## src/sv/utda_pkg.sv

```systemverilog
// ----------------------------------------------------------------------------
// utda_pkg
// Shared types and constants for the binary to decimal ASCII converter.
// ----------------------------------------------------------------------------
package utda_pkg;

   // Bits folded into the BCD register per conversion cycle
   localparam int BITS_PER_STEP = 4;

   // ASCII code of '0', cut to the six bits of the digit port
   localparam logic [5:0] ASCII_ZERO = 6'd48;

   typedef enum logic [1:0] {
      ST_IDLE,
      ST_CONV,
      ST_FIND,
      ST_EMIT
   } state_type;

   typedef struct packed {
      logic load;     // capture a new value, clear BCD
      logic shift;    // fold the next value bits into BCD (double dabble)
      logic find;     // locate most significant nonzero digit
      logic advance;  // move to next lower digit
   } cmd_type;

   typedef struct packed {
      logic conv_done;  // current shift cycle is the last one
      logic ptr_zero;   // digit pointer at least significant digit
   } status_type;

endpackage

```

## src/sv/utda_ctrl.sv

```systemverilog
// ----------------------------------------------------------------------------
// utda_ctrl
// Sequencer: load, convert, find leading digit, emit digits.
// ----------------------------------------------------------------------------
module utda_ctrl (
   input  logic                  clock,
   input  logic                  reset,
   input  logic                  req_valid,
   output logic                  req_ready,
   output logic                  rsp_valid,
   input  logic                  rsp_ready,
   input  utda_pkg::status_type  status,
   output utda_pkg::cmd_type     cmd
);
   import utda_pkg::*;

   state_type state_ff;
   state_type state_in;

   always_ff @(posedge clock) begin
      if (reset) begin
         state_ff <= ST_IDLE;
      end else begin
         state_ff <= state_in;
      end
   end

   always_comb begin
      state_in = state_ff;
      case (state_ff)
         ST_IDLE: begin
            if (req_valid) state_in = ST_CONV;
         end
         ST_CONV: begin
            if (status.conv_done) state_in = ST_FIND;
         end
         ST_FIND: begin
            state_in = ST_EMIT;
         end
         ST_EMIT: begin
            if (rsp_ready && status.ptr_zero) state_in = ST_IDLE;
         end
         default: begin
            state_in = ST_IDLE;
         end
      endcase
   end

   always_comb begin
      req_ready   = 1'b0;
      rsp_valid   = 1'b0;
      cmd         = '0;
      case (state_ff)
         ST_IDLE: begin
            req_ready = 1'b1;
            cmd.load  = req_valid;
         end
         ST_CONV: begin
            cmd.shift = 1'b1;
         end
         ST_FIND: begin
            cmd.find = 1'b1;
         end
         ST_EMIT: begin
            rsp_valid   = 1'b1;
            cmd.advance = rsp_ready;
         end
         default: begin
            req_ready = 1'b0;
         end
      endcase
   end

endmodule

```

## src/sv/utda_dpath.sv

```systemverilog
// ----------------------------------------------------------------------------
// utda_dpath
// Double-dabble BCD conversion and digit selection.
// ----------------------------------------------------------------------------
module utda_dpath #(
   parameter int VALUE_WIDTH = 64
) (
   input  logic                    clock,
   input  logic [VALUE_WIDTH-1:0]  req_value,
   input  utda_pkg::cmd_type       cmd,
   output utda_pkg::status_type    status,
   output logic [5:0]              digit_char
);
   import utda_pkg::*;

   localparam int STEPS  = (VALUE_WIDTH + BITS_PER_STEP - 1) / BITS_PER_STEP;
   localparam int PW     = STEPS * BITS_PER_STEP;
   localparam int DIGITS = (VALUE_WIDTH * 30103) / 100000 + 1;
   localparam int BW     = DIGITS * 4;
   localparam int CW     = (STEPS > 1) ? $clog2(STEPS) : 1;
   localparam int PTRW   = $clog2(DIGITS);

   logic [PW-1:0]   value_ff, value_in;
   logic [BW-1:0]   bcd_ff, bcd_in;
   logic [CW-1:0]   cnt_ff, cnt_in;
   logic [PTRW-1:0] ptr_ff, ptr_in;

   logic [BW-1:0]   bcd_step;
   logic [PTRW-1:0] msd_idx;

   // Four shift-and-add-3 passes, MSB of the value first
   always_comb begin
      logic [BW-1:0] acc;
      acc = bcd_ff;
      for (int s = 0; s < BITS_PER_STEP; s++) begin
         for (int d = 0; d < DIGITS; d++) begin
            if (acc[d*4 +: 4] >= 4'd5) acc[d*4 +: 4] = acc[d*4 +: 4] + 4'd3;
         end
         acc = {acc[BW-2:0], value_ff[PW-1-s]};
      end
      bcd_step = acc;
   end

   // Highest nonzero digit; zero value points at digit 0
   always_comb begin
      msd_idx = '0;
      for (int d = 0; d < DIGITS; d++) begin
         if (bcd_ff[d*4 +: 4] != 4'd0) msd_idx = PTRW'(d);
      end
   end

   always_comb begin
      value_in = value_ff;
      bcd_in   = bcd_ff;
      cnt_in   = cnt_ff;
      ptr_in   = ptr_ff;
      if (cmd.load) begin
         value_in = PW'(req_value);
         bcd_in   = '0;
         cnt_in   = CW'(STEPS - 1);
      end
      if (cmd.shift) begin
         value_in = value_ff << BITS_PER_STEP;
         bcd_in   = bcd_step;
         cnt_in   = cnt_ff - 1'b1;
      end
      if (cmd.find) begin
         ptr_in = msd_idx;
      end
      if (cmd.advance) begin
         ptr_in = ptr_ff - 1'b1;
      end
   end

   always_ff @(posedge clock) begin
      value_ff <= value_in;
      bcd_ff   <= bcd_in;
      cnt_ff   <= cnt_in;
      ptr_ff   <= ptr_in;
   end

   assign status.conv_done = (cnt_ff == '0);
   assign status.ptr_zero  = (ptr_ff == '0);
   assign digit_char       = ASCII_ZERO + {2'b00, bcd_ff[ptr_ff*4 +: 4]};

endmodule

```

## src/sv/unsigned_to_decimal_ascii.sv

```systemverilog
// ----------------------------------------------------------------------------
// unsigned_to_decimal_ascii
// Unsigned binary number to decimal ASCII digit stream.
// ----------------------------------------------------------------------------
// Each req transaction carries one VALUE_WIDTH-bit unsigned number; the block
// answers with its decimal text as a run of rsp transactions, one ASCII digit
// ('0'..'9') each, most significant first, with rsp_last set on the final
// digit. Zero gives a single '0'; no leading zeros are sent. One number is
// handled at a time: after acceptance the double-dabble datapath folds four
// value bits into a BCD register per cycle until all value bits are in, a
// find state then locates the leading digit, and digits go out one per cycle
// while rsp_ready is high. req_ready returns high once the last digit
// transaction completes.
// ----------------------------------------------------------------------------
module unsigned_to_decimal_ascii #(
   parameter int VALUE_WIDTH = 64   // 8..64
) (
   input  logic                   clock,
   input  logic                   reset,
   // input channel
   input  logic                   req_valid,
   output logic                   req_ready,
   input  logic [VALUE_WIDTH-1:0] req_value,
   // result channel
   output logic                   rsp_valid,
   input  logic                   rsp_ready,
   output logic [5:0]             rsp_digit_char,
   output logic                   rsp_last
);
   import utda_pkg::*;

   cmd_type    cmd;
   status_type status;

   // Sequencer: owns the handshakes, steps the datapath
   utda_ctrl u_ctrl (
      .clock     (clock),
      .reset     (reset),
      .req_valid (req_valid),
      .req_ready (req_ready),
      .rsp_valid (rsp_valid),
      .rsp_ready (rsp_ready),
      .status    (status),
      .cmd       (cmd)
   );

   // Datapath: value shifter, BCD register, digit pointer
   utda_dpath #(
      .VALUE_WIDTH (VALUE_WIDTH)
   ) u_dpath (
      .clock      (clock),
      .req_value  (req_value),
      .cmd        (cmd),
      .status     (status),
      .digit_char (rsp_digit_char)
   );

   // pointer at digit 0 marks the least significant digit
   assign rsp_last = status.ptr_zero;

endmodule

```

## config.mk

```make
export PLATFORM = sky130hd
export DESIGN_NAME = unsigned_to_decimal_ascii
export DESIGN_NICKNAME = d
export VERILOG_FILES = /design/src/sv/utda_pkg.sv /design/src/sv/utda_ctrl.sv /design/src/sv/utda_dpath.sv /design/src/sv/unsigned_to_decimal_ascii.sv
export SDC_FILE = /design/constraint.sdc
export NUM_CORES = 1
export LEC_CHECK = 0
export BUFFER_PORTS_ARGS = -buffer_cell sky130_fd_sc_hd__buf_2
export CAP_MARGIN = 10
export CORE_AREA = 2 2 198 200
export CTS_CLUSTER_SIZE = 14
export DETAILED_ROUTE_END_ITERATION = 12
export DIE_AREA = 0 0 200 202
export PLACE_DENSITY = 0.71
export SYNTH_ARGS = -nofsm -noshare
export SYNTH_HDL_FRONTEND = slang
export SYNTH_SLANG_ARGS = --single-unit
export TNS_END_PERCENT = 20
```

## constraint.sdc

```tcl
create_clock -name clock -period 5.8 [get_ports clock]
set_input_delay 0.29 -clock clock [delete_from_list [all_inputs] [get_ports clock]]
set_output_delay 0.29 -clock clock [all_outputs]
set_load 0.005 [all_outputs]
```

; ---- Word-level counts from Yosys, hierarchy flattened
; Cells that the tools add are included.
[totals]
word_cells = 319
output_inout_bits = 9
ff_bits = 155
[op_classes]
reduce_logical = 26
shift = 1
magnitude_cmp = 80
n_mux = 117
n_eq_ne = 6
addsub = 83
[op_table]
columns = cell, count
row1 = $mux 4, 86
row2 = $ge 4x3->1 const B, 80
row3 = $add 4x2->4 const B, 76
row4 = $mux 80, 2
row5 = $mux 64, 2
row6 = $shiftx 80x8->4, 1
row7 = $reduce_bool 4->1, 19
row8 = $mux 5, 6
row9 = $mux 3, 8
row10 = $add 3x2->3 const B, 4
row11 = $mux 2, 5
row12 = $pmux 2 s4, 1
row13 = $mux 1, 7
row14 = $add 5x5->6 const A, 1
row15 = $logic_not 5->1, 1
row16 = $sub 5x1->5 const B, 1
row17 = $eq 2x2->1 const B, 2
row18 = $logic_not 4->1, 1
row19 = $ne 2x2->1 const B, 2
row20 = $reduce_bool 2->1, 2
row21 = $sub 4x1->4 const B, 1
row22 = $reduce_and 3->1, 1
row23 = $eq 2x1->1 const B, 1
row24 = $logic_not 2->1, 1
row25 = 2 further kinds, 2

; ---- Depth between registers and ports, before layout
[logic_depth]
ltp_word = 22
depth_mapped = 20
mapped_depth_nobuf = 20

; ---- Hierarchy
; From an unflattened synthesis, not the netlist that was laid out.
[hier_totals]
cells_unflattened = 1916
area_unflattened_um2 = 17350.4
[modules_own_cells]
columns = mod, cells_per_inst, n_inst, seq_area_each_um2, area_each_um2
row1 = utda_dpath, 1896, 1, 4554.4, 17171.5
row2 = utda_ctrl, 20, 1, 40.0, 178.9

; ---- Worst setup path after synthesis
; OpenSTA, ideal clock, no wires.
[synth_timing]
path_type = reg-to-reg
from = register u_ctrl.state_ff[1]
to = register u_dpath.bcd_ff[0] (enable)
arrival_ns = 3.746
n_path_buf = 2
stages_incl_launch_ff = 7
t_required_ns = 4.573
setup_ns = 1.227
synth_period_minus_slack_ns = 4.973
setup_slack_ns = 0.827
cell_sequence = dfxtp_1 > inv_1 > ha_1 > clkinv_1 > clkbuf_1 > clkbuf_1 > nand2_1
[synth_between]
elab_chain_cells = 3
word_cells_on_any_way = 5
classes_between = eq/ne: 1 / mux: 2 / reduce/logical: 2
[synth_lines]
columns = item, line
row1 = "start, declared", utda_ctrl.sv:17  ; state_type state_ff;
row2 = "start signal, assigned", utda_ctrl.sv:24  ; state_ff <= state_in;
row3 = $eq 2x1->1 or $logic_not 2->1 (tied branches), utda_ctrl.sv:53  ; case (state_ff)
row4 = $mux 1, utda_ctrl.sv:53
row5 = $reduce_bool 2->1 (no source line) *, --
row6 = "end signal, assigned", utda_dpath.sv:77  ; bcd_ff <= bcd_in;
row7 = "end, declared", utda_dpath.sv:24  ; logic [BW-1:0] bcd_ff, bcd_in;
; Mark *: on every way between the ends. The rest lies on a longest branch, timed or not.
; A chain may end at the register's enable or synchronous reset.

; ---- Final worst setup path
[layout_timing]
from = register u_dpath.bcd_ff[28]
to = register u_dpath.bcd_ff[30], data pin
[layout_between]
elab_chain_cells = 9
word_cells_on_any_way = 13
classes_between = add/sub: 4 / order compare: 4 / mux: 5
[layout_lines]
columns = item, line
row1 = $add 4x2->4 or $ge 4x3->1 (tied branches), utda_dpath.sv:37  ; if (acc[d*4 +: 4] >= 4'd5) acc[d*4 +: 4] = acc[d*4 +: 4] + 4'd3;
row2 = $mux 4 *, utda_dpath.sv:37
row3 = $add 4x2->4 or $ge 4x3->1 (tied branches), utda_dpath.sv:37
row4 = $mux 4 *, utda_dpath.sv:37
row5 = $ge 4x3->1 or $add 4x2->4 (tied branches), utda_dpath.sv:37
row6 = $mux 4 *, utda_dpath.sv:37
row7 = $add 4x2->4 or $ge 4x3->1 (tied branches), utda_dpath.sv:37
row8 = $mux 4 *, utda_dpath.sv:37
row9 = $mux 80 *, utda_dpath.sv:62  ; if (cmd.shift) begin
; Marked as above.

==> run_results.csv <==
group,metric,value,unit
yosys,syn_area,16600,um2
yosys,netlist.area_leader.share,0.270,
setup_path,end_kind,"register",
sta,worstMarginPinSlew,1150,ps
floorplanning,placementRows,72,
setup_path,worstPathRequired,5990,ps
detailed_routing,vias,14928,
clock_network,cts_tree,"built",
yosys,synth_cell_types,96,
sta,finalCritPeriodShare,0.781,
detailed_routing,drc,0,
clock_network,cts_sinks,155,
yosys,async_reset_ff_frac,0,
detailed_routing,routed_via_density,6.02,
place,gp_congestion,0.854,
job,drv_cap,0,
detailed_routing,drt-met1-wl,18100,um
setup_path,crit_fanout,7,
detailed_routing,drt_pre_antenna_iters,5,
clock_network,cts_resized,0,
sta,setup_viol,0,
detailed_routing,dr.max_layer_used,"met4",
layout,fin_util,0.470,
clock_network,ctsHoldBuffers,0,
clock_network,cts_buffers,17,
yosys,synth_ff_type,"edfxtp_1",
layout,nFillCells,3542,
yosys,synth_top_cell_by_area,"edfxtp_1",
worst_hold_path,min-delay-start,"reset",
setup_path,rrSetupSlack,1270,ps
clock_network,post_cts_buffers,0,
clock_network,ctsHtreeMaxLevel,4,
setup_path,reg2reg_depth,20,
sta,maxSlewViolCount,0,
clock_network,insertion_delay,450,ps
sta,tns,0,ps
layout,nets,2131,
floorplanning,start_util,0.433,
yosys,syn_avg_cell_area,8.69,um2
setup_path,setup.worst_path.start_class,"register",
grt,grt_overflow,0,
sta,max_slew_margin,0.230,
yosys,synth_edf_count,149,
layout,n_antenna_cell,0,
layout,layout-drive-gt1-share,0.127,
clock_network,cts.path.max_buffers,2,
yosys,synth_seq_cells,155,
layout,syn2layout_area_growth,8.58,%
place,place_hpwl,30100,um
detailed_routing,drt_iter0_markers,1223,
sta,rsz0062_at_grt,"false",
run_status,status,"complete, no violations",
clock_network,cts_root_buffer,"clkbuf_16",
floorplanning,die_h,202,um
yosys,ys_seq_area_frac,0.277,
worst_hold_path,hold_end,"u_ctrl.state_ff[1]$_SDFFE_PP0P_",
place,io_buffers,74,
setup_path,crit_type,"register to register",
detailed_routing,met2_length,19100,um
sta,fmax,221,MHz
sta,finalHoldViolations,0,
worst_hold_path,hold_path.class,"input pin to register",
sta,min_period,4530,ps
grt,first_global_vias,14121,
floorplanning,die_area,40400,um2
yosys,netlist_top_cells_area,"edfxtp_1, ha_1, a211oi_1, o21ai_0, nand2_1",
setup_path,worstPathArrival,4720,ps
detailed_routing,antenna_left,0,
grt,grt_antenna_before_repair,0,
floorplanning,die_w,200,um
detailed_routing,route.met3.wl,2140,um
floorplanning,io_pins,77,
grt,grt_usage,0.197,
yosys,syn_inst,1906,
detailed_routing,wl_per_cell,16.1,um
sta,clock_skew,15.6,ps
floorplanning,coreArea,38300,um2
setup_path,r2r_end,"u_dpath.bcd_ff[30]$_SDFFCE_PN0P_",
worst_hold_path,holdPathStages,2,
grt,grt_max_degree,82,
detailed_routing,routed_wl,40000,um
grt,grt_pass1_wl,66600,um
clock_network,clk_pin_slew,60,ps
setup_path,r2r-start,"u_dpath.bcd_ff[28]$_SDFFCE_PN0P_",
yosys,yosys_warnings,0,
==> worst max-delay path by stage <==
stage / start / end / slack [ps] / depth (start not counted)
2_1_floorplan: u_ctrl.state_ff[1]$_SDFFE_PP0P_ / u_dpath.bcd_ff[0]$_SDFFCE_PN0P_ / 830 / 6
3_3_place_gp: u_dpath.bcd_ff[48]$_SDFFCE_PN0P_ / u_dpath.bcd_ff[50]$_SDFFCE_PN0P_ / 1460 / 20
3_5_place_dp: u_dpath.bcd_ff[28]$_SDFFCE_PN0P_ / u_dpath.bcd_ff[30]$_SDFFCE_PN0P_ / 1320 / 20
4_1_cts: u_dpath.bcd_ff[0]$_SDFFCE_PN0P_ / u_dpath.bcd_ff[2]$_SDFFCE_PN0P_ / 1300 / 18
5_1_grt: u_dpath.bcd_ff[28]$_SDFFCE_PN0P_ / u_dpath.bcd_ff[30]$_SDFFCE_PN0P_ / 840 / 20
6_report: u_dpath.bcd_ff[28]$_SDFFCE_PN0P_ / u_dpath.bcd_ff[30]$_SDFFCE_PN0P_ / 1270 / 20
==> placed cells by master, fill, tap and decap left out, types with 28 or more instances in the layout <==
master and instances:
nor2_1 123, nor3_1 43, nand2_1 161, o21a_1 32
o21ai_0 125, ha_1 113, edfxtp_1 149, a21oi_1 111
and2_1 28, a22o_1 60, nand3_1 45, mux2i_1 57
nand2b_1 40, buf_2 74, inv_1 140, a211oi_1 91
==> per-stage QoR <==
| stage | instance area, um2 | hold slack, ps | worst slack, ps | std cells |
|---|---|---|---|---|
| after floorplan | 16600 | 362 | 827 | 1907 |
| after global placement | 17400 | 446 | 1460 | 2448 |
| after detailed placement | 17400 | 451 | 1320 | 2448 |
| after CTS | 18000 | 16.1 | 1300 | 2480 |
| after global routing | 18000 | 34.6 | 836 | 2480 |
| final | 18000 | 23.9 | 1270 | 2480 |
==> cells in the mapped netlist, types with 9 or more instances <==
library cell / number
and2_1: 28
nor3_1: 43
nor2b_1: 19
buf_2: 13
o32ai_1: 14
clkbuf_1: 38
a221oi_1: 11
nand3_1: 45
nand2b_1: 40
o21a_1: 32
o21ai_1: 22
inv_1: 140
a31oi_1: 19
o31a_1: 13
a31o_2: 12
a211oi_1: 91
mux4_2: 19
nor3b_1: 21
nor2_1: 124
nand2_1: 162
and3_1: 9
mux2i_1: 57
ha_1: 114
a21boi_0: 12
a22o_1: 60
a21o_1: 17
or2_2: 19
edfxtp_1: 149
mux2_2: 26
o21ai_0: 125
a21oi_1: 111
o211ai_1: 26
o21bai_1: 13
or3_1: 23
xnor2_1: 25
o311ai_0: 12
o211a_1: 11
a211o_1: 17
==> cell type report <==
cell class | count | area (um2) | share of cell area
clock buffer | 20 | 447 | 0.0248
tap | 518 | 648 | 0.0360
inverter | 147 | 552 | 0.0307
multi-input combinational | 1548 | 11200 | 0.622
timing repair buffer | 80 | 415 | 0.0231
clock inverter | 12 | 135 | 0.00752
sequential | 155 | 4590 | 0.256
==> logic make-up after synthesis <==
group                    share of synthesized area
AO/OA/AOI/OAI                                0.313
AND/OR/NAND/NOR                              0.168
buffers and inverters                       0.0488
flip-flops                                   0.277
adder cells (fa/ha/maj)                     0.0861
multiplexers                                0.0813
XOR/XNOR                                    0.0243
other                                     0.000226
==> sequential cells by signal, summed over array words and instances, names as in the netlist <==
| signal | cells |
|---|---|
| u_dpath.bcd_ff | 80 |
| u_dpath.value_ff | 64 |
| u_dpath.ptr_ff | 5 |
| u_dpath.cnt_ff | 4 |
| u_ctrl.state_ff | 2 |
==> layer usage <==
layer / up-vias / track usage
met2: 362 / 0.334
met5: - / 0
li1: 7426 / -
met1: 7096 / 0.257
met4: 0 / 0.0508
met3: 44 / 0.0369
==> worst max-delay path, cell delays in order (launching register included) <==
cell,delay (ps)
edfxtp_1,490
inv_1,100
ha_1,290
nor2b_1,220
o21ai_0,250
nor2_1,240
inv_1,70
ha_1,230
o21bai_1,170
a211oi_1,330
nor2_1,110
inv_1,70
ha_1,210
nor3_1,70
a221oi_1,240
o31a_1,280
inv_1,90
ha_1,260
o21ai_0,280
a21oi_1,120
o31a_1,150
Power is left out: the tool's default activity adds up to more than one toggle a clock period on the data nets, which glitch-free logic cannot reach.
